File: config.mk
export PLATFORM = sky130hd
export DESIGN_NAME = boc_gap_unit
export DESIGN_NICKNAME = d
export VERILOG_FILES = /design/src/hw/rtl/boc_pkg.sv /design/src/hw/rtl/boc_gap_unit.sv
export SDC_FILE = /design/constraint.sdc
export NUM_CORES = 2
export LEC_CHECK = 0
export BUFFER_PORTS_ARGS = -buffer_cell sky130_fd_sc_hd__buf_2
export CORE_MARGIN = 3
export CORE_UTILIZATION = 66
export CTS_CLUSTER_SIZE = 25
export DETAILED_ROUTE_END_ITERATION = 6
export PLACE_DENSITY = 0.84
export SLEW_MARGIN = 15
export SYNTH_ARGS = -nofsm -noshare
export SYNTH_HDL_FRONTEND = slang
export SYNTH_SLANG_ARGS = --single-unit
export TNS_END_PERCENT = 10
File: constraint.sdc
create_clock -name clk -period 9.74 [get_ports clk]
set_input_delay 0.974 -clock clk [delete_from_list [all_inputs] [get_ports clk]]
set_output_delay 0.974 -clock clk [all_outputs]
set_load 0.1 [all_outputs]
File: src/hw/rtl/boc_pkg.sv
// boc_pkg: shared constants for the box obstacle clearance block.
// No dependencies.
package boc_pkg;
    localparam int FRAC_BITS = 16;
    localparam int COORD_W = 24;
    localparam int HALF_W  = 23;
    localparam int OUT_W   = 21;
    localparam int GAP_W   = 26;
    localparam int SQ_W    = 54;
    localparam int ROOT_W  = 27;
    localparam int DIST_W  = 30;

    localparam logic [2:0] REG_MIN_X  = 3'd0;
    localparam logic [2:0] REG_MIN_Y  = 3'd1;
    localparam logic [2:0] REG_MIN_Z  = 3'd2;
    localparam logic [2:0] REG_MAX_X  = 3'd3;
    localparam logic [2:0] REG_MAX_Y  = 3'd4;
    localparam logic [2:0] REG_MAX_Z  = 3'd5;
    localparam logic [2:0] REG_MARGIN = 3'd6;
    localparam logic [2:0] REG_COUNT  = 3'd7;

    localparam logic REQ_WRITE = 1'b0;
    localparam logic REQ_QUERY = 1'b1;

    typedef struct packed {
        logic signed [COORD_W-1:0] cx;
        logic signed [COORD_W-1:0] cy;
        logic signed [COORD_W-1:0] cz;
        logic [HALF_W-1:0]         hx;
        logic [HALF_W-1:0]         hy;
        logic [HALF_W-1:0]         hz;
    } box_t;
endpackage

File: src/hw/rtl/boc_gap_unit.sv
// boc_gap_unit: axis gaps, squares and their sum for one box, two register
// stages. Uses boc_pkg.
module boc_gap_unit (
    input  logic                               clk,
    input  logic                               rst_n,
    input  logic                               vld_in,
    input  boc_pkg::box_t                      box,
    input  logic signed [boc_pkg::COORD_W-1:0] px,
    input  logic signed [boc_pkg::COORD_W-1:0] py,
    input  logic signed [boc_pkg::COORD_W-1:0] pz,
    output logic                               vld_out,
    output logic [boc_pkg::SQ_W-1:0]           sum_sq
);
    logic [boc_pkg::GAP_W-1:0] gx, gy, gz;
    logic [2*boc_pkg::GAP_W-1:0] sx_reg, sy_reg, sz_reg;
    logic vld_reg;

    function automatic logic [boc_pkg::GAP_W-1:0] gap(
        input logic signed [boc_pkg::COORD_W-1:0] p,
        input logic signed [boc_pkg::COORD_W-1:0] c,
        input logic [boc_pkg::HALF_W-1:0] h);
        logic signed [boc_pkg::GAP_W:0] lo, hi, pp, g;
        begin
            pp = (boc_pkg::GAP_W+1)'(p);
            lo = (boc_pkg::GAP_W+1)'(c) - $signed({4'b0, h});
            hi = (boc_pkg::GAP_W+1)'(c) + $signed({4'b0, h});
            if (pp < lo)
                g = lo - pp;
            else if (pp > hi)
                g = pp - hi;
            else
                g = '0;
            gap = boc_pkg::GAP_W'(g);
        end
    endfunction

    always_comb
    begin
        gx = gap(px, box.cx, box.hx);
        gy = gap(py, box.cy, box.hy);
        gz = gap(pz, box.cz, box.hz);
    end

    always_ff @(posedge clk or negedge rst_n)
    begin
        if (!rst_n)
        begin
            vld_reg <= 1'b0;
            vld_out <= 1'b0;
        end
        else
        begin
            vld_reg <= vld_in;
            vld_out <= vld_reg;
        end
    end

    always_ff @(posedge clk)
    begin
        sx_reg  <= gx * gx;
        sy_reg  <= gy * gy;
        sz_reg  <= gz * gz;
        sum_sq  <= boc_pkg::SQ_W'(sx_reg) + boc_pkg::SQ_W'(sy_reg)
                 + boc_pkg::SQ_W'(sz_reg);
    end
endmodule
==> impl_metrics.toml, run 1 <==
[clock_tree]
clock_sinks = 209
htreeDepth = 1
cts_root_buffer = "clkbuf_16"
max-clock-path-buffers = 3
cts_buffers = 18
hold_buffers = 0

[synthesis]
yosysTopAreaCell = "fa_1"
synth-seq-cells = 209
async_flop_share_pct = 0.957
synth-edff-count = 0
yosysSeqAreaShare_pct = 5.26
yosys_warnings = 0
synthFlopType = "dfxtp_1"
avgSynthCellArea_um2 = 8.65
syn_area_um2 = 79700
synthesis.instances = 9209
synthDistinctLibCells = 101
synthTopCellsByArea = "fa_1, ha_1, inv_1"
synth_top_area_share_pct = 40.3

[timing]
endpoint_type = "register data pin"
postGrtWorstEndpoint = "sx_reg[46]$_DFF_P_/D"

[placed_design]
place_ws_ns = -3.02
dpl.hpwl_mm = 235
gp_congestion = 1.07
port_buffers = 270
placed_area_um2 = 99300

[global_route]
grt-ovfl-total = 51
grt_max_degree = 26
grt_usage_pct = 64.8

[outcome]
outcome = "stopped before the end"
error = "[ERROR GRT-0232] Routing congestion too high. Check the congestion heatmap in the GUI."
lastStage = "global routing (5_1_grt)"

[floorplan]
die_x_um = 353
rows = 126
pin_count = 271
die_y_um = 353
start_util_pct = 67.0
==> metal layers <==
| metal | GRT overflow | GRT usage [%] |
|---|---|---|
| met1 | 0 | 67.1 |
| met5 | 0 | 24.4 |
| met4 | 18 | 57.0 |
| met2 | 31 | 83.9 |
| met3 | 2 | 46.5 |
==> per-stage QoR <==
stage / cells / hold slack [ns] / setup TNS, ns
global placement: 13006 / 0.344 / -243.08
detailed placement: 13006 / 0.343 / -271.90
CTS: 13172 / 0.206 / -141.81
floorplan: 9244 / 0.331 / -112.91
==> cells in the mapped netlist (11+ instances only) <==
cell and instances:
o21ai_0 189, a22oi_1 14, mux2i_1 11, inv_2 26
a21o_1 223, nand2_1 763, inv_1 2274, buf_2 100
nand3_1 75, or2_2 15, clkbuf_1 150, nor2b_1 48
o31a_1 13, a221o_1 11, buf_1 12, and3_1 30
nor3b_1 12, a31o_2 16, a22o_1 23, o31ai_1 30
nand2b_1 59, and2_1 22, or3_1 26, o21a_1 81
o211ai_1 25, a21oi_1 406, nor2_1 828, nor3_1 75
and4_1 13, xnor2_1 332, fa_1 1603, o21bai_1 70
a211oi_1 36, ha_1 918, nand4_1 57, dfxtp_1 207
a31oi_1 45, xor2_1 122, a41oi_1 12
==> timing repair <==
| action | in CTS |
|---|---|
| endpoints found under the hold margin | 0 |
| endpoints found under the setup margin | 125 |
| gates resized for setup | 499 |
| gates cloned | 5 |
| pin swaps | 287 |
| buffers inserted | 139 |
==> cell families after synthesis <==
logic type	count (synthesis)	share of synthesized area [%]
compound gates	1361	11.4
xor+xnor	454	4.99
fa+ha+maj	2521	54.7
buf+inv	2588	12.4
flops	209	5.26
mux	16	0.214
other cells	2	0.00942
simple gates	2058	11.0
==> inputs of run 2 (changes only) <==
--- a/config.mk
+++ b/config.mk
@@ -7,10 +7,9 @@
 export LEC_CHECK = 0
 export BUFFER_PORTS_ARGS = -buffer_cell sky130_fd_sc_hd__buf_2
 export CORE_MARGIN = 3
-export CORE_UTILIZATION = 66
-export CTS_CLUSTER_SIZE = 25
+export CORE_UTILIZATION = 40
 export DETAILED_ROUTE_END_ITERATION = 6
-export PLACE_DENSITY = 0.84
+export PLACE_DENSITY_LB_ADDON = 0.15
 export SLEW_MARGIN = 15
 export SYNTH_ARGS = -nofsm -noshare
 export SYNTH_HDL_FRONTEND = slang
==> run 2 against run 1 <==
  * The flow now finishes, with violations (negative setup slack)
  * Synthesized area stayed put
  * Synthesized cell count stayed put
==> impl_metrics.toml, run 2 <==
[synthesis]
syn_area_um2 = 79700
synthDistinctLibCells = 101
yosysTopAreaCell = "fa_1"
synthTopCellsByArea = "fa_1, ha_1, inv_1"
synth_top_cells_by_count = "inv_1, fa_1, ha_1"
yosysSeqAreaShare_pct = 5.26
synth_top_area_share_pct = 40.3
synthFlopType = "dfxtp_1"
synth-edff-count = 0
avgSynthCellArea_um2 = 8.65
async_flop_share_pct = 0.957
synthesis.instances = 9209
synth-seq-cells = 209
synth_most_common_cell = "inv_1"
yosys_warnings = 0

[setup_path]
end_kind = "flop"
cp.arrival_ns = 12.34
cp_max_fo = 8
critPathMaxStageDelay_ns = 0.54
endpoint = "sx_reg[39]"
worst_path_most_repeated_cell = "fa_1"
path_class = "in -> reg"
cp-startpoint = "box[118]"
rrSetupSlack_ns = 5.38
startpoint_type = "input port"
rr_startpoint = "sz_reg[12]"
reg2reg_to = "sum_sq[31]"
crit_slowest_cell = "fa_1"
cp.required_ns = 10.16
rr_worst_depth = 12

[outcome]
violations = "negative setup slack"
outcome = "finished, violations left"

[routing]
avgViaCountPerCell = 4.90
post_drt_wl_per_cell_um = 18.5
routed_wl_mm = 264
post-route-drc-count = 0
dr_total_vias = 70120
drt_iter0_drc = 3660
ant_nets = 0
drt_pass1_iterations = 5

[timing]
fmax_ghz = 0.0839
layout_setup_ws_ns = -2.18
skew_ns = 0.0423
slew_violations = 0
rsz0062_at_grt = "true"
hold_viol = 0
slew_headroom_pct = 44.9
period_share_pct = 122
worst_pin_slew_ns = 0.821
period_needed_ns = 11.92
setup_viol = 121

[global_route]
grt_usage_pct = 26.1
grt-ovfl-total = 0
grt_max_degree = 21
grt_antenna_before_repair = 7
grt_pass1_vias = 76194
grt_pass1_wl_mm = 419

[clock_tree]
cts_buffers = 23
cts_root_buffer = "clkbuf_16"
path_clk_slew_ns = 0.07
clock_sinks = 209
clk_latency_ns = 0.57
htreeDepth = 1
cts_tree = "built"
hold_buffers = 0
max-clock-path-buffers = 3

[floorplan]
die_x_um = 452
rows = 163
core_area_um2 = 198000
pin_count = 271
start_util_pct = 40.3
die_y_um = 452
dieArea_um2 = 205000

[finish]
final_cell_mix = "buf_4, inv_1, fa_1, ha_1, nor2_1"
top_register = "sum_sq"
fin_util_pct = 53.7
fillers = 18606
final_common_cell = "buf_4"
largest_reg_flops = 54
synthToLayoutAreaGrowth_pct = 33.1
instances_no_fill = 14317
drive_gt1_share_pct = 28.7
num-nets-final = 14394

[run]
drv_cap = 0

[placed_design]
port_buffers = 270
dp_cells = 14126
dpl.hpwl_mm = 233
gp_congestion = 0.982

[min_path]
hold_class = "in -> async"
run 2: worst max-delay path, delay by kind of cell:
family / cells / cell delay [ns]
AO/OA/AOI/OAI: 25 / 5.00
adder cells (fa/ha/maj): 10 / 4.40
buffers and inverters: 13 / 1.48
AND/OR/NAND/NOR: 3 / 0.29
XOR/XNOR: 1 / 0.18
run 2: worst min path at each step:
stage,from,to,slack [ns],cells after the start
after detailed placement,vld_reg,vld_out,0.36,0
after global placement,vld_reg,vld_out,0.34,0
final,rst_n,vld_reg,0.22,1
after global routing,rst_n,vld_out,0.20,1
after CTS,rst_n,vld_out,0.20,1
after floorplan,vld_reg,vld_out,0.33,0
run 2: layout make-up:
cell class              count  area, um2  share of cell area (%)
flip-flops and latches    209       4190                    3.95
well taps                2640       3300                    3.11
inverters                2312       8790                    8.29
multi-input cells        6448      68700                    64.8
clock inverters            15        234                   0.221
diodes                      3       7.51                 0.00708
clock buffers              27        631                   0.595
repair buffers           2663      20200                    19.0
run 2: routing by layer:
layer | up-vias | global-route usage (%) | share of wire, %
met5 | - | 0 | 0.0026
met4 | 2 | 7.93 | 3.9
met3 | 341 | 2.39 | 4.7
met2 | 1590 | 45.0 | 48
met1 | 34996 | 34.6 | 43
li1 | 33191 | - | -
run 2: logic make-up after synthesis:
family,Yosys count,synth area share [%]
adders and majority gates,2521,54.7
other,2,0.00942
buffers and inverters,2588,12.4
xor gates and xnor gates,454,4.99
muxes,16,0.214
AOI/OAI and AO/OA,1361,11.4
DFF,209,5.26
and+or+nand+nor,2058,11.0
run 2: through the flow:
stage	cell area (um2)	setup WS, ns	hold slack [ns]	setup TNS [ns]
2_1_floorplan	80900	-1.68	0.331	-112.91
3_3_place_gp	101000	-3.28	0.343	-295.04
3_5_place_dp	101000	-3.17	0.359	-298.14
4_1_cts	105000	-2.19	0.200	-168.46
5_1_grt	106000	-2.61	0.195	-218.29
6_report	106000	-2.18	0.216	-165.06
run 2: repair_timing:
item | CTS | global route
gates resized for setup | 392 | 284
buffers inserted | 102 | 43
gates cloned | 1 | 2
pin swaps | 197 | 151
setup endpoints to repair | 130 | 132
Power of run 2 is not shown: default switching activity piles up to over one toggle a cycle in this logic, so the estimate is an artifact.
