### src/hw/rtl/boc_ram.sv
// boc_ram: generic simple dual-port RAM (one write, one read port) with registered read.
// No dependencies.
module boc_ram #(
    parameter int WIDTH = 8,
    parameter int DEPTH = 16
) (
    input  logic                     clk,
    input  logic                     we,
    input  logic [$clog2(DEPTH)-1:0] waddr,
    input  logic [WIDTH-1:0]         wdata,
    input  logic [$clog2(DEPTH)-1:0] raddr,
    output logic [WIDTH-1:0]         rdata
);
    logic [WIDTH-1:0] mem [DEPTH];

    always_ff @(posedge clk)
    begin
        if (we)
        begin
            mem[waddr] <= wdata;
        end
        rdata <= mem[raddr];
    end
endmodule

### config.mk
export PLATFORM = sky130hd
export DESIGN_NAME = boc_ram
export DESIGN_NICKNAME = d
export VERILOG_FILES = /design/src/hw/rtl/boc_ram.sv
export SDC_FILE = /design/constraint.sdc
export NUM_CORES = 1
export LEC_CHECK = 0
export BUFFER_PORTS_ARGS = -buffer_cell sky130_fd_sc_hd__buf_2
export CAP_MARGIN = 20
export CORE_MARGIN = 10
export CORE_UTILIZATION = 65
export CTS_CLUSTER_SIZE = 16
export DETAILED_ROUTE_END_ITERATION = 8
export HOLD_SLACK_MARGIN = 0.02
export PLACE_DENSITY = 0.84
export SLEW_MARGIN = 5
export SYNTH_ARGS = -nofsm -noshare
export SYNTH_HDL_FRONTEND = slang
export SYNTH_SLANG_ARGS = --single-unit
### constraint.sdc
create_clock -name clk -period 2.8 [get_ports clk]
set_input_delay 0.56 -clock clk [delete_from_list [all_inputs] [get_ports clk]]
set_output_delay 0.56 -clock clk [all_outputs]
set_load 0.03 [all_outputs]
==> out/metrics.csv, run 1 <==
stage,metric,value,unit
outcome,status,"complete, no violations",
layout,number of nets in the layout,297,
placement,instance area after placement,5450,um2
run,number of max-cap violations,0,
synthesis,net count after synthesis,247,
clock_network,post-CTS clock slew at the launch and capture registers of the worst setup and hold paths,0.06,ns
synthesis,library cells used by synthesis,19,
sta,RSZ-0062 raised after global routing,false,
clock_network,total CTS buffers,17,
clock_network,CTS tree,built,
clock_network,buffers inserted by post-CTS timing repair,0,
worst_setup_path,Critical Path End Type,flop,
worst_setup_path,required time reported for the critical path endpoint,3.20,ns
synthesis,#FFs+latches synth,136,
floorplan,number of placed I/O pins,26,
sta,Max Fclk,571,MHz
worst_setup_path,critical path type,in -> reg,
clock_network,clock network latency to the later pin of the worst-skew pair,0.53,ns
hold_path,worst hold-check path type,in -> reg,
worst_setup_path,Max Fanout on Critical Path,18,
layout,synth-to-layout area growth,18.2,%
worst_setup_path,type of origin of the critical path,input pin,
grt,maximum number of pins on one net before global-route repair,19,
detailed_routing,total number of vias,2583,
detailed_routing,Detail Route Antenna Nets,0,
clock_network,post-cts resize count,0,
sta,summed negative setup slack over all endpoints,0,ns
detailed_routing,WL final,10900,um
clock_network,Root Buffer,clkbuf_8,
layout,most common library cell in the layout ignoring fill and taps,edfxtp_1,
grt,initial antenna violation count,0,
power_and_ir_drop,power density over the cells,811,nW/um2
sta,count of endpoints failing hold in the final timing report,0,
layout,Layout Cells excl Fill,394,
placement,placed cell count,362,
synthesis,register area share after synthesis,77.8,%
synthesis,top area cells in the synthesized netlist,"edfxtp_1 (75%), mux4_2 (7.9%), mux4_1 (7.1%), dfxtp_1 (3.1%), a22oi_1 (2.3%)",
grt,overflow left after global routing,0,
placement,GPL Wtd Cong,0.742,
sta,slew at the pin closest to its max-slew limit,0.884,ns
layout,"commonest non-fill, non-tap cells in the layout","edfxtp_1 (128), buf_2 (25), mux4_2 (18)",
sta,clk_skew,0.0101,ns
clock_network,buffer depth of the longest clock path,2,
clock_network,CTS HTree Levels,4,
sta,Relative slew margins,40.9,%
detailed_routing,drt initial violations,299,
worst_setup_path,"Largest stage delay, worst path",0.59,ns
worst_setup_path,worst-path cell with the longest stage delay,mux4_1,
sta,Max Transition Viols Final,0,
synthesis,number of cells produced by synthesis,229,
floorplan,Die W,109,um
floorplan,std cell rows,32,
synthesis,Syn Std Cell Area,5150,um2
grt,global routing usage summed across all routing layers,19.8,%
worst_setup_path,CP arrival,2.15,ns
worst_setup_path,chain of cells forming the critical path,buf_2 -> buf_12 -> mux4_1 -> a22oi_1 -> nand2_1,
placement,Buffers on Ports,25,
sta,final period utilization,62.6,%
sta,number of failing setup endpoints in the final timing report,0,
clock_network,clock sink total,136,
placement,Final HPWL DP,6440,um
layout,Diodes inserted,0,
floorplan,die footprint,11900,um2
layout,fraction of layout instances using a drive strength above 1,31.2,%
layout,Finished Cell Area,6090,um2
clock_network,hold buffers post-CTS,0,
sta,worst slack on hold paths,0.418,ns
floorplan,Core Area,7730,um2
floorplan,initial cell density of the core,66.6,%
synthesis,leading area contributor after synthesis,edfxtp_1,
grt,vias in the first global route,2599,
detailed_routing,ratio of routed vias to standard cells,6.56,
floorplan,Die Y-Extent,109,um
sta,final worst path period need,1.75,ns
power_and_ir_drop,worst voltage drop across the vdd grid,736,uV
synthesis,syn_area_per_cell,22.5,um2
detailed_routing,total iterations of the first detailed-routing run,5,
synthesis,number of warnings printed during yosys synthesis,0,
power_and_ir_drop,static leakage power,2.09,nW
grt,wire length of the first global-routing pass,16400,um
detailed_routing,DRC Markers,0,
synthesis,Yosys top cell area share,74.7,%
detailed_routing,final routed wire length divided by cell count,27.5,um
[power breakdown]
group | internal [mW] | total, mW | switching, mW
Sequential | 2.28 | 2.29 | 0.0163
Combinational | 0.0891 | 0.236 | 0.146
Clock | 1.54 | 2.41 | 0.861
[sequential cells by signal (all words and copies together), names as in the netlist]
signal  cells
rdata       8
mem       128
[metrics by stage]
stage               setup slack (ns)  util [%]  power (mW)
floorplan                      0.747         -        2.47
global placement               0.609      70.5        2.56
detailed placement             0.554      70.5        2.57
CTS                             1.07      78.8        4.96
global route                    1.00      78.8        5.07
finish                          1.05      78.8        4.93
[metal layers]
metal | GRT usage (%) | routed length, um | vias to the layer above
li1 | - | - | 1079
met1 | 27.2 | 4470 | 1351
met2 | 29.3 | 5320 | 138
met3 | 6.25 | 877 | 15
met4 | 7.72 | 189 | 0
met5 | 0 | 0 | -
[final timing paths]
path	start	end	slack, ns	cells after the start
hold reg to reg	mem[15][2]	rdata[2]	0.66	3
setup reg to reg	mem[9][4]	rdata[4]	1.32	3
hold / removal	wdata[7]	mem[12][7]	0.42	1
setup / recovery	raddr[0]	rdata[4]	1.05	5
[cell families after synthesis]
logic type	Yosys count	share of synthesized area (%)
flip-flops	136	77.8
AO/OA/AOI/OAI	16	2.33
AND/OR/NAND/NOR	35	3.18
buffers and inverters	10	1.68
multiplexers	32	15.0
[cells in the mapped netlist]
cell type and count:
nor2b_1 1, edfxtp_1 128, buf_6 3, mux4_1 14, nand3b_1 2, mux4_2 18
and2b_1 1, dfxtp_1 8, buf_2 3, nor3_1 4, nand2_1 9, and2_1 1
or3b_2 1, a22oi_1 16, nand3_1 1, clkdlybuf4s25_2 3, nor2_1 13, buf_4 1
nand2b_1 2
[worst max-delay path, delay by kind of cell]
kind,cells,cell delay [ns]
AND/OR/NAND/NOR,1,0.10
multiplexers,1,0.59
buffers and inverters,2,0.53
AO/OA/AOI/OAI,1,0.34
[layout make-up]
| class | count | area [um2] |
|---|---|---|
| Tap cell | 102 | 128 |
| Timing Repair Buffer | 41 | 258 |
| Sequential cell | 136 | 4000 |
| Clock buffer | 18 | 418 |
| Clock inverter | 14 | 221 |
| Multi-Input combinational cell | 83 | 1060 |
| Fill cell | 370 | 1640 |
Power figures use the tool's default switching activity.
==> inputs of run 2 (changes only) <==
- CORE_UTILIZATION: 65 -> 60
- PLACE_DENSITY: 0.84 -> 0.78
- clock period: 2.8 -> 1.8 ns (I/O delays scaled with it)
==> out/metrics.csv, run 2 (synthesis results as in run 1) <==
stage,metric,value,unit
outcome,status,"complete, no violations",
worst_setup_path,Bufs and invs on worst path,1,
floorplan,die footprint,12700,um2
worst_setup_path,Critical Path End Type,output port,
worst_setup_path,critical path type,reg -> out,
layout,Diodes inserted,0,
detailed_routing,total number of vias,2481,
layout,most common library cell in the layout ignoring fill and taps,edfxtp_1,
grt,global routing usage summed across all routing layers,17.2,%
clock_network,clock sink total,136,
power_and_ir_drop,power density over the cells,1240,nW/um2
worst_setup_path,type of origin of the critical path,flop,
clock_network,clock network latency to the later pin of the worst-skew pair,0.51,ns
floorplan,Die W,113,um
layout,"commonest non-fill, non-tap cells in the layout","edfxtp_1 (128), buf_2 (25), buf_4 (21)",
sta,final worst path period need,1.48,ns
placement,Buffers on Ports,25,
worst_setup_path,reg2reg path depth,3,
layout,registers with the most flip-flops,"mem x128, rdata x8",
clock_network,buffer depth of the longest clock path,2,
floorplan,number of placed I/O pins,26,
floorplan,initial cell density of the core,62.0,%
sta,slew at the pin closest to its max-slew limit,0.410,ns
layout,Post-Route Utilization,74.3,%
detailed_routing,Detail Route Antenna Nets,0,
floorplan,Die Y-Extent,113,um
clock_network,post-CTS clock slew at the launch and capture registers of the worst setup and hold paths,0.06,ns
worst_setup_path,"Largest stage delay, worst path",0.38,ns
worst_setup_path,chain of cells forming the critical path,buf_2,
sta,Relative slew margins,72.7,%
worst_setup_path,count of cell instances traversed by the critical path,1,
worst_setup_path,worst-path cell with the longest stage delay,dfxtp_1,
layout,max reg flops,128,
hold_path,worst hold-check path type,in -> reg,
layout,register name with the most flops,mem,
detailed_routing,drt initial violations,202,
worst_setup_path,CP arrival,1.12,ns
grt,overflow left after global routing,0,
sta,Max Transition Viols Final,0,
detailed_routing,ratio of routed vias to standard cells,6.14,
floorplan,Core Area,8300,um2
layout,synth-to-layout area growth,19.8,%
sta,final period utilization,82.2,%
placement,Final HPWL DP,5790,um
detailed_routing,WL final,10100,um
sta,clk_skew,0.00913,ns
grt,vias in the first global route,2728,
sta,count of endpoints failing hold in the final timing report,0,
power_and_ir_drop,static leakage power,2.13,nW
worst_setup_path,required time reported for the critical path endpoint,1.44,ns
clock_network,Root Buffer,clkbuf_8,
sta,RSZ-0062 raised after global routing,false,
worst_setup_path,cell family contributing the most delay on the critical path,flip-flops,
hold_path,count of cells along the worst hold path,1,
grt,maximum number of pins on one net before global-route repair,33,
grt,initial antenna violation count,0,
clock_network,CTS tree,built,
detailed_routing,total iterations of the first detailed-routing run,5,
detailed_routing,final routed wire length divided by cell count,25.1,um
clock_network,total CTS buffers,17,
detailed_routing,DRC Markers,0,
layout,number of nets in the layout,304,
clock_network,buffers inserted by post-CTS timing repair,0,
grt,wire length of the first global-routing pass,15900,um
floorplan,std cell rows,33,
clock_network,hold buffers post-CTS,0,
layout,fraction of layout instances using a drive strength above 1,32.4,%
clock_network,post-cts resize count,0,
sta,number of failing setup endpoints in the final timing report,0,
placement,GPL Wtd Cong,0.742,
sta,Max Fclk,676,MHz
run,number of max-cap violations,0,
power_and_ir_drop,worst voltage drop across the vdd grid,847,uV
worst_setup_path,Max Fanout on Critical Path,1,
sta,summed negative setup slack over all endpoints,0,ns
clock_network,CTS HTree Levels,4,
-- run 2: cell types whose count changed in the layout (fill, tap and decap cells not counted), sizes merged --
cell	change
buf	+7
bufinv	+1
clkinv	+2
inv	-3
-- run 2: area by class of cell --
cell class | count | area (um2)
timing repair buffer | 48 | 323
tap | 105 | 131
clock inverter | 14 | 229
multi-input combinational | 83 | 1060
fill | 442 | 2130
sequential | 136 | 4000
clock buffer | 18 | 418
-- run 2: final timing paths --
kind	start	endpoint	slack (ns)
max	rdata[0]	rdata[0]	0.32
min	wdata[3]	mem[4][3]	0.22
max reg2reg	mem[9][1]	rdata[1]	0.34
min reg2reg	mem[8][3]	rdata[3]	0.69
-- run 2: stage by stage --
| step | power (mW) | setup slack, ns | area, um2 | hold slack, ns | cells |
|---|---|---|---|---|---|
| after detailed placement | 4.00 | 0.0186 | 5520 | 0.679 | 372 |
| after global routing | 7.88 | 0.293 | 6170 | 0.224 | 404 |
| after floorplan | 3.84 | 0.174 | 5150 | 0.459 | 229 |
| after global placement | 3.99 | 0.00611 | 5520 | 0.656 | 372 |
| final | 7.66 | 0.321 | 6170 | 0.223 | 404 |
| after CTS | 7.71 | 0.290 | 6170 | 0.211 | 404 |
-- run 2: metal layers --
| layer | track usage [%] | share of wire [%] | up-vias |
|---|---|---|---|
| met5 | 0 | 0 | - |
| met4 | 8.46 | 2.8 | 0 |
| met3 | 6.23 | 10 | 20 |
| met2 | 27.1 | 50 | 144 |
| met1 | 20.5 | 36 | 1230 |
| li1 | - | - | 1087 |
-- run 2: power breakdown --
group / switching [mW] / internal, mW / total (mW)
clock: 1.20 / 2.51 / 3.72
sequential: 0.0261 / 3.54 / 3.57
combinational: 0.225 / 0.149 / 0.374
total: 1.45 / 6.20 / 7.66
