[src/hw/rtl/boc_pkg.sv]
// boc_pkg: shared constants for the box obstacle clearance block.
// No dependencies.
package boc_pkg;
    localparam int FRAC_BITS = 16;
    localparam int COORD_W = 24;
    localparam int HALF_W  = 23;
    localparam int OUT_W   = 21;
    localparam int GAP_W   = 26;
    localparam int SQ_W    = 54;
    localparam int ROOT_W  = 27;
    localparam int DIST_W  = 30;

    localparam logic [2:0] REG_MIN_X  = 3'd0;
    localparam logic [2:0] REG_MIN_Y  = 3'd1;
    localparam logic [2:0] REG_MIN_Z  = 3'd2;
    localparam logic [2:0] REG_MAX_X  = 3'd3;
    localparam logic [2:0] REG_MAX_Y  = 3'd4;
    localparam logic [2:0] REG_MAX_Z  = 3'd5;
    localparam logic [2:0] REG_MARGIN = 3'd6;
    localparam logic [2:0] REG_COUNT  = 3'd7;

    localparam logic REQ_WRITE = 1'b0;
    localparam logic REQ_QUERY = 1'b1;

    typedef struct packed {
        logic signed [COORD_W-1:0] cx;
        logic signed [COORD_W-1:0] cy;
        logic signed [COORD_W-1:0] cz;
        logic [HALF_W-1:0]         hx;
        logic [HALF_W-1:0]         hy;
        logic [HALF_W-1:0]         hz;
    } box_t;
endpackage

[src/hw/rtl/boc_sqrt_cell.sv]
// boc_sqrt_cell: one stage of the restoring square root chain; one result bit
// a cell. Uses boc_pkg.
module boc_sqrt_cell #(
    parameter int STEP = 0
) (
    input  logic                       clk,
    input  logic                       rst_n,
    input  logic                       vld_in,
    input  logic [boc_pkg::SQ_W-1:0]   rem_in,
    input  logic [boc_pkg::ROOT_W-1:0] root_in,
    output logic                       vld_out,
    output logic [boc_pkg::SQ_W-1:0]   rem_out,
    output logic [boc_pkg::ROOT_W-1:0] root_out
);
    localparam int SH = 2 * (boc_pkg::ROOT_W - 1 - STEP);
    logic [boc_pkg::SQ_W+1:0] trial;
    logic [boc_pkg::SQ_W+1:0] remw;

    always_comb
    begin
        remw  = {2'b00, rem_in};
        trial = ({2'b00, boc_pkg::SQ_W'(root_in)} << (SH + 2))
              | ({{(boc_pkg::SQ_W+1){1'b0}}, 1'b1} << SH);
    end

    always_ff @(posedge clk or negedge rst_n)
    begin
        if (!rst_n)
            vld_out <= 1'b0;
        else
            vld_out <= vld_in;
    end

    always_ff @(posedge clk)
    begin
        if (remw >= trial)
        begin
            rem_out  <= boc_pkg::SQ_W'(remw - trial);
            root_out <= {root_in[boc_pkg::ROOT_W-2:0], 1'b1};
        end
        else
        begin
            rem_out  <= rem_in;
            root_out <= {root_in[boc_pkg::ROOT_W-2:0], 1'b0};
        end
    end
endmodule

[config.mk]
export PLATFORM = sky130hd
export DESIGN_NAME = boc_sqrt_cell
export DESIGN_NICKNAME = d
export VERILOG_FILES = /design/src/hw/rtl/boc_pkg.sv /design/src/hw/rtl/boc_sqrt_cell.sv
export SDC_FILE = /design/constraint.sdc
export NUM_CORES = 1
export LEC_CHECK = 0
export ABC_AREA = 1
export ABC_CLOCK_PERIOD_IN_PS = 800
export BUFFER_PORTS_ARGS = -buffer_cell sky130_fd_sc_hd__buf_4
export CAP_MARGIN = 20
export CORE_ASPECT_RATIO = 1.1
export CORE_MARGIN = 2
export CORE_UTILIZATION = 36
export DETAILED_ROUTE_END_ITERATION = 16
export PLACE_DENSITY = 0.78
export SETUP_SLACK_MARGIN = 0.15
export SLEW_MARGIN = 20
export SYNTH_ARGS = -nofsm -noshare
export SYNTH_HDL_FRONTEND = slang
export SYNTH_SLANG_ARGS = --single-unit
export TNS_END_PERCENT = 1
[constraint.sdc]
create_clock -name clk -period 0.8 [get_ports clk]
set_clock_uncertainty 0.15 [all_clocks]
set_input_delay 0.16 -clock clk [delete_from_list [all_inputs] [get_ports clk]]
set_output_delay 0.16 -clock clk [all_outputs]
set_load 0.05 [all_outputs]
==> summary.md, run 1 <==
| Metric | Value |
|---|---|
| Hold Buf Count CTS | `1` |
| Layout cells sized above 1 | `82.39%` |
| Util after Layout | `83.65%` |
| CTS tree | `built` |
| Sw frac | `27.60%` |
| Cells after Synth | `149` |
| Max Slew Vio Count | `0` |
| Gate power share | `19.9%` |
| 1st-iter DRT viols | `85` |
| First-pass GRT wire length | `9.328 mm` |
| Mapped Nets | `235` |
| Static leakage | `1.970 nW` |
| Sequential area share after synthesis | `85.57%` |
| Worst Hold Class | `input port to register` |
| Setup bufs post-CTS | `0` |
| Largest net degree at the start of global routing | `14` |
| Fmax | `0.8304 GHz` |
| Clock-pin slew on the worst setup and hold paths | `0.08 ns` |
| Avg Vias per Cell | `4.443` |
| Final Cycle Share | `150.5%` |
| Bufs on Longest Clock Path | `2` |
| Pint | `7.053 mW` |
| DRT Pass-1 Iters | `4` |
| Final min period | `1.204 ns` |
| Worst vdd ir | `1519 uV` |
| Avg Cell Area, Syn | `12.92 um2` |
| Placed cell count | `377` |
| Row count | `27` |
| P_sw | `2.688 mW` |
| Core Box Area | `5067 um2` |
| Buf+Inv Stages, Crit Path | `1` |
| # nets final | `417` |
| Hpwl dp | `4.329 mm` |
| Via count | `1746` |
| Chip Height | `80.68 um` |
| Fillers | `246` |
| Setup TNS | `-28.20 ns` |
| Reg power frac | `46.3%` |
| Routed Antenna Nets | `0` |
| Root buffer cell | `clkbuf_8` |
| Share of the synthesized area in the top cell type | `84.27%` |
| Area leader, netlist | `dfxtp_1` |
| WL final | `7.224 mm` |
| CTS sink count | `82` |
| Overall die width | `73.71 um` |
| Clock buffer count from CTS | `9` |
| I/O pin count | `166` |
| Post-DP Area | `3303 um2` |
| Post-synth design cell area | `1924 um2` |
| Ys flop type | `dfxtp_1` |
| CP max FO | `1` |
| Failing checks | `negative hold slack, negative setup slack` |
| Outcome | `complete, but fails checks` |
| CP Data Required Time | `0.49 ns` |
| # H-tree levels | `3` |
| Fin cells | `393` |
| Avg WL per Cell | `18.38 um` |
| Final Cell Area | `4239 um2` |
| Max incr delay on CP | `0.39 ns` |
| DRC viols | `0` |
| Crit path DAT | `0.89 ns` |
| Synth top area cells | `dfxtp_1 84%, nor2_1 6.6%, nand2_1 3.9%` |
| Area Overhead vs Synth | `120.3%` |
| Flops & latches, synth | `82` |
| Power share of the clock group | `33.9%` |
| Pwr Density | `2298 nW/um2` |
| Global Route Usage Sum | `22.08%` |
| Commonest cells post-synth | `81 x dfxtp_1, 34 x nor2_1, 20 x nand2_1` |
| Fin. Hold Viols | `81` |
| Total grt overflow | `0` |
| Setup crit start kind | `register` |
| Critical path's top delay family | `flip-flops` |
| Crit-path cells | `buf_6` |
| Initial antenna violation count | `0` |
| Worst rel slew slack | `90.78%` |
| Critical path's slowest cell | `dfrtp_1` |
| Antenna cell count | `0` |
| Hold WS | `-0.2408 ns` |
| Post-synth ARST share | `1.220%` |
| Tot Pwr | `9.741 mW` |
| Max-Cap Viols | `0` |
| DIE AREA | `5947 um2` |
| Post-route setup slack | `-0.4042 ns` |
| Final setup fails | `85` |
| Synth unique cells | `9` |
| Vias in the first global route | `1839` |
| Ys Warns | `0` |
| Number of buffers added on ports | `164` |
| Worst Tran Pin Value | `0.1378 ns` |
| Gp weighted congestion | `0.7474` |
| Starting Density | `37.98%` |
| CP Capture Type | `output pin` |
| Unrepaired setup endpoints after global routing | `yes` |
| Crit path kind | `register to output pin` |
| Number of flops mapped to enable cells by yosys | `0` |
| Top-count cell post-synth | `dfxtp_1` |
## metal layers
metal	GRT usage [%]	vias up	wire (um)
met2	43.84	105	4145
li1	-	817	-
met4	12.18	0	205
met1	18.82	806	2227
met3	6.274	18	646
met5	0	-	0
## cells by family after synthesis
group	synth area share (%)
adder cells (fa/ha/maj)	1.300
buffers and inverters	1.170
flip-flops	85.57
AND/OR/NAND/NOR	11.96
## final timing paths
path                                 to  slack, ns  cells after the start        start
max in group asynchronous       vld_out       0.45                      2        rst_n
max                             vld_out      -0.40                      1      vld_out
min in group asynchronous       vld_out      -0.03                      2        rst_n
min                        root_out[13]      -0.24                      1  root_in[12]
## cells in the final DEF (no fill, tap or decap), types with 2 or more instances in the layout
cell type and count:
buf_4 88, dfxtp_2 81, buf_8 76, nor2_1 28, nand2_1 20, clkbuf_8 10
nor2_2 6, buf_6 6, inv_1 5, nand3_1 2, bufinv_16 2, clkinv_2 2
## flip-flops by register name, summed over array words and instances (netlist names)
| signal | count |
|---|---|
| vld_out | 1 |
| rem_out | 54 |
| root_out | 27 |
## power groups by stage
stage                     sequential (mW)  clock (mW)  combinational (mW)
after floorplan                      5.25           0              0.0690
after global placement               4.46           0                1.59
after detailed placement             4.46           0                1.61
after CTS                            4.47        3.28                1.85
after global routing                 4.52        3.54                1.99
final                                4.51        3.30                1.93
## area by class of cell
type	count	area (um2)	area share (%)
clock inverters	5	78.83	1.860
well taps	58	72.57	1.712
inverters	6	35.03	0.8264
repair buffers	171	1879	44.33
flip-flops and latches	82	1748	41.23
multi-input cells	61	287.8	6.789
clock buffers	10	137.6	3.247
## per-stage QoR
step	setup WS [ns]	hold slack, ns
floorplan	-0.2083	-0.2856
global placement	-0.4692	-0.2127
detailed placement	-0.4952	-0.2135
CTS	-0.3934	-0.2469
global route	-0.4417	-0.2555
finish	-0.4042	-0.2408
## repair_timing
| action | in CTS | in global routing |
|---|---|---|
| hold endpoints to repair | 82 | 81 |
| gates resized for setup | 214 | 31 |
| pin swaps | 0 | 2 |
| endpoints found under the setup margin | 85 | 85 |
(Power assumes the default switching activity.)
==> inputs of run 2 (changes only) <==
- ABC_CLOCK_PERIOD_IN_PS: 800 -> 1400
- CORE_UTILIZATION: 36 -> 39
- PLACE_DENSITY: 0.78 -> 0.83
- clock period: 0.8 -> 1.4 ns (I/O delays scaled with it)
==> summary.md, run 2 (synthesis results as in run 1) <==
| Metric | Value |
|---|---|
| Outcome | `complete, no violations` |
| Via count | `2197 (+26%)` |
| Max Slew Vio Count | `0 (unchanged)` |
| Worst rel slew slack | `86.19% (-4.6 points)` |
| Max-Cap Viols | `0 (unchanged)` |
| Largest net degree at the start of global routing | `15 (+1)` |
| Setup TNS | `0 ns (+28.20 ns)` |
| Final Cell Area | `4299 um2 (+1.4%)` |
| Root buffer cell | `clkbuf_8` |
| Pwr Density | `1222 nW/um2 (-47%)` |
| CP Capture Type | `output pin` |
| Worst Tran Pin Value | `0.2064 ns (+0.06862 ns)` |
| Largest reg by FF count | `rem_out` |
| Fin. Hold Viols | `0 (-100%)` |
| Most frequent cells in the layout | `141 x buf_4, 80 x dlygate4sd3_1, 79 x dfxtp_1` |
| Starting Density | `41.08% (+3.1 points)` |
| Total grt overflow | `0 (unchanged)` |
| Routed Antenna Nets | `0 (unchanged)` |
| Util after Layout | `91.77% (+8.1 points)` |
| # nets final | `491 (+18%)` |
| WL final | `9.883 mm (+37%)` |
| Crit path kind | `register to output pin` |
| CTS tree | `built` |
| Area Overhead vs Synth | `123.4%` |
| Number of buffers added on ports | `164 (unchanged)` |
| Overall die width | `70.98 um (-3.7%)` |
| Setup bufs post-CTS | `0 (unchanged)` |
| Final min period | `1.368 ns` |
| Tot Pwr | `5.254 mW (-46%)` |
| Largest regs | `rem_out x54, root_out x27, vld_out x1` |
| Bufs on Longest Clock Path | `2 (unchanged)` |
| Fillers | `164 (-33%)` |
| Final setup fails | `0 (-100%)` |
| Avg Vias per Cell | `4.715 (+6.1%)` |
| DRT Pass-1 Iters | `5 (+1)` |
| Clock-pin slew on the worst setup and hold paths | `0.08 ns (about the same)` |
| Fmax | `0.7312 GHz` |
| Hpwl dp | `4.213 mm (-2.7%)` |
| Gp weighted congestion | `0.7352 (-1.6%)` |
| Clock buffer count from CTS | `9 (unchanged)` |
| First-pass GRT wire length | `12.39 mm (+33%)` |
| CP max FO | `1 (unchanged)` |
| Crit-path cells | `buf_4` |
| Vias in the first global route | `2379 (+29%)` |
| # H-tree levels | `3 (unchanged)` |
| Layout cells sized above 1 | `44.63% (-38 points)` |
| Global Route Usage Sum | `30.45% (+8.4 points)` |
| Crit path DAT | `0.94 ns (+0.05 ns)` |
| Static leakage | `2.074 nW (+5.3%)` |
| Max FFs per register | `54 (unchanged)` |
| Worst Hold Class | `input port to register` |
| Commonest non-fill, non-tap cell in the layout | `buf_4` |
| Chip Height | `77.68 um (-3.7%)` |
| Core Box Area | `4684 um2 (-7.6%)` |
| Post-DP Area | `3233 um2 (-2.1%)` |
| CP Data Required Time | `0.97 ns (+0.48 ns)` |
| Max incr delay on CP | `0.38 ns (about the same)` |
| Critical path's top delay family | `flip-flops` |
| Unrepaired setup endpoints after global routing | `yes` |
| DRC viols | `0 (unchanged)` |
| Buf+Inv Stages, Crit Path | `1 (unchanged)` |
| Worst vdd ir | `799.1 uV (-47%)` |
| Row count | `26 (-3.7%)` |
| Setup crit start kind | `register` |
| CTS sink count | `82 (unchanged)` |
| Final Cycle Share | `97.68%` |
| Critical path's slowest cell | `dfxtp_1` |
| Initial antenna violation count | `0 (unchanged)` |
| Antenna cell count | `0 (unchanged)` |
| Avg WL per Cell | `21.21 um (+15%)` |
| DIE AREA | `5513 um2 (-7.3%)` |
| I/O pin count | `166 (unchanged)` |
| 1st-iter DRT viols | `132 (+55%)` |
==> run 2: final cells by class <==
class	count	area (um2)	area share [%]
Timing Repair Buffer	245	2130	49.53
Sequential cell	82	1649	38.36
Inverter	6	22.52	0.5239
Multi-Input combinational cell	61	255.2	5.937
Clock inverter	5	31.28	0.7276
Tap cell	56	70.07	1.630
Clock buffer	11	141.4	3.289
==> run 2: per-layer routing <==
| layer | vias to the layer above | track usage [%] | wire length [um] |
|---|---|---|---|
| met5 | - | 0 | 0 |
| met4 | 0 | 9.434 | 501 |
| met3 | 40 | 6.234 | 581 |
| met2 | 144 | 62.15 | 5504 |
| met1 | 1048 | 29.51 | 3295 |
| li1 | 965 | - | - |
==> run 2: through the flow <==
step	hold slack, ns	setup WS [ns]	instances
finish	0.05645	0.03245	466
global route	0.06703	0.002960	466
CTS	0.05509	0.09287	466
detailed placement	-0.09197	-0.07195	370
global placement	-0.09476	-0.009062	370
floorplan	-0.1656	0.1826	149
==> run 2: where the power goes <==
part	total, mW	switching [mW]	internal, mW
sequential	2.52	0.0590	2.46
clock	1.58	0.891	0.690
combinational	1.15	0.663	0.490
total	5.25	1.61	3.64
==> run 2: path summary, 6_finish.rpt <==
path / from / endpoint / cells after the start
max: rem_out[11] / rem_out[11] / 1
min: rem_in[52] / rem_out[52] / 3
max in group asynchronous: rst_n / vld_out / 2
min in group asynchronous: rst_n / vld_out / 2
==> run 2: repair_timing <==
action,4_1_cts,5_1_grt
pin swaps,0,0
hold endpoints to repair,80,0
hold buffers,80,0
endpoints found under the setup margin,82,84
gates resized for setup,4,22
==> inputs of run 3 (changes only) <==
- PLACE_DENSITY: 0.83 -> 0.82
- RECOVER_POWER: unset -> 25
==> summary.md, run 3 (synthesis results as in run 1) <==
| Metric | Value |
|---|---|
| DP Worst Slack | `-0.04303 ns (+0.02893 ns)` |
| Most frequent cells in the layout | `116 x buf_4, 81 x dfxtp_1, 80 x dlygate4sd3_1` |
| CP max FO | `1 (unchanged)` |
| First-pass GRT wire length | `13.32 mm (+7.5%)` |
| Buf+Inv Stages, Crit Path | `1 (unchanged)` |
| Pwr Density | `1281 nW/um2 (+4.8%)` |
| Final setup fails | `0 (unchanged)` |
| Max incr delay on CP | `0.37 ns (about the same)` |
| Final Cycle Share | `98.13% (+0.45 points)` |
| CP Capture Type | `output pin` |
| CTS sink count | `82 (unchanged)` |
| Commonest non-fill, non-tap cell in the layout | `buf_4` |
| Unrepaired setup endpoints after global routing | `yes` |
| Final Cell Area | `4227 um2 (-1.7%)` |
| DIE AREA | `5513 um2 (unchanged)` |
| Max FFs per register | `54 (unchanged)` |
| Static leakage | `2.023 nW (-2.5%)` |
| Crit path kind | `register to output pin` |
| Sw frac | `29.85% (-0.85 points)` |
| Layout cells sized above 1 | `41.71% (-2.9 points)` |
| Overall die width | `70.98 um (unchanged)` |
| Avg Vias per Cell | `4.781 (+1.4%)` |
| Core Box Area | `4684 um2 (unchanged)` |
| Critical path's slowest cell | `dfxtp_1` |
| Worst Hold Class | `input port to register` |
| Gp weighted congestion | `0.7137 (-2.9%)` |
| Routed Antenna Nets | `0 (unchanged)` |
| Largest net degree at the start of global routing | `14 (-1)` |
| # H-tree levels | `3 (unchanged)` |
| Global Route Usage Sum | `33.14% (+2.7 points)` |
| Hold WS | `0.03339 ns (-0.02306 ns)` |
| Hold path depth | `3 (unchanged)` |
| Area Overhead vs Synth | `119.6%` |
| Row count | `26 (unchanged)` |
| Worst vdd ir | `934.9 uV (+17%)` |
| CP Data Required Time | `0.97 ns (about the same)` |
| Clock buffer count from CTS | `9 (unchanged)` |
| Fin cells | `466 (unchanged)` |
| P_sw | `1.616 mW (+0.18%)` |
| Fin. Hold Viols | `0 (unchanged)` |
| Clock-pin slew on the worst setup and hold paths | `0.09 ns (about the same)` |
| Antenna cell count | `0 (unchanged)` |
| Worst Tran Pin Value | `0.2306 ns (+0.02424 ns)` |
| I/O pin count | `166 (unchanged)` |
| 1st-iter DRT viols | `143 (+8.3%)` |
| Via count | `2228 (+1.4%)` |
| Bufs on Longest Clock Path | `2 (unchanged)` |
| DRC viols | `0 (unchanged)` |
| Largest regs | `rem_out x54, root_out x27, vld_out x1` |
| Max Slew Vio Count | `0 (unchanged)` |
| Pint | `3.798 mW (+4.3%)` |
| Crit path DAT | `0.94 ns (about the same)` |
| Hpwl dp | `4.229 mm (+0.38%)` |
| # nets final | `491 (unchanged)` |
| Number of buffers added on ports | `164 (unchanged)` |
| Setup bufs post-CTS | `0 (unchanged)` |
| Vias in the first global route | `2417 (+1.6%)` |
| Tot Pwr | `5.414 mW (+3.0%)` |
| Setup crit start kind | `register` |
| Starting Density | `41.08% (unchanged)` |
| Post-DP Area | `3233 um2 (unchanged)` |
| Critical path's top delay family | `flip-flops` |
| Total grt overflow | `0 (unchanged)` |
| Post-route setup slack | `0.02616 ns (-0.006292 ns)` |
| Power share of the clock group | `32.8% (+2.7 points)` |
| Chip Height | `77.68 um (unchanged)` |
| Worst path depth | `1 (unchanged)` |
| Gate power share | `20.8% (-1.1 points)` |
| Outcome | `complete, no violations` |
| Worst rel slew slack | `84.57% (-1.6 points)` |
| Largest reg by FF count | `rem_out` |
| DRT Pass-1 Iters | `4 (-1)` |
| Placed cell count | `370 (unchanged)` |
| Final min period | `1.374 ns (+0.006291 ns)` |
| Crit-path cells | `buf_4` |
| Initial antenna violation count | `0 (unchanged)` |
| Root buffer cell | `clkbuf_8` |
| Reg power frac | `46.5% (-1.5 points)` |
| Max-Cap Viols | `0 (unchanged)` |
| Fmax | `0.7279 GHz (-0.46%)` |
| WL final | `10.01 mm (+1.3%)` |
| Avg WL per Cell | `21.49 um (+1.3%)` |
| CTS tree | `built` |
## run 3: cell types whose count changed in the layout (fill, tap and decap cells not counted)
cell,before,now
bufinv_16,0,1
clkinv_2,3,1
dfxtp_2,2,0
buf_4,141,116
buf_6,24,8
clkbuf_1,1,11
clkbuf_4,0,32
dfxtp_1,79,81
## run 3: layout make-up
type                       count  area (um2)
clock buffer                  12       145.1
tap                           56       70.07
timing repair buffer         245        2036
clock inverter                 4       51.30
fill                         196       457.9
inverter                       6       22.52
multi-input combinational     61       255.2
sequential                    82        1647
## run 3: per-stage QoR
step | TNS (ns) | util, %
global route | -0.01317 | 90.22
floorplan | 0 | -
detailed placement | -0.06934 | 69.02
finish | 0 | 90.22
global placement | -0.003645 | 69.02
CTS | 0 | 90.71
## run 3: repair_timing
item | in CTS | in global routing
hold buffers | 80 | 0
resized for setup | 5 | 3
setup endpoints to repair | 82 | 84
endpoints found under the hold margin | 80 | 0
## run 3: routing by layer
metal / wire (um) / track usage [%] / part of all wire [%]
met5: 0 / 0 / 0
met4: 529 / 19.06 / 5.3
met3: 699 / 9.740 / 7.0
met2: 5433 / 61.31 / 54
met1: 3350 / 32.00 / 33
## run 3: worst paths after layout
| kind | startpoint | endpoint | slack [ns] |
|---|---|---|---|
| max in group asynchronous | rst_n | vld_out | 0.93 |
| worst min-delay path | rem_in[52] | rem_out[52] | 0.03 |
| worst max-delay path | rem_out[33] | rem_out[33] | 0.03 |
| min in group asynchronous | rst_n | vld_out | 0.09 |
## run 3: power groups by stage
| stage | logic, mW | registers, mW | clock network (mW) |
|---|---|---|---|
| 5_1_grt | 1.15 | 2.52 | 1.87 |
| 3_5_place_dp | 0.898 | 2.55 | 0 |
| 6_report | 1.12 | 2.52 | 1.77 |
| 2_1_floorplan | 0.0351 | 3.00 | 0 |
| 4_1_cts | 1.08 | 2.50 | 1.70 |
| 3_3_place_gp | 0.887 | 2.54 | 0 |
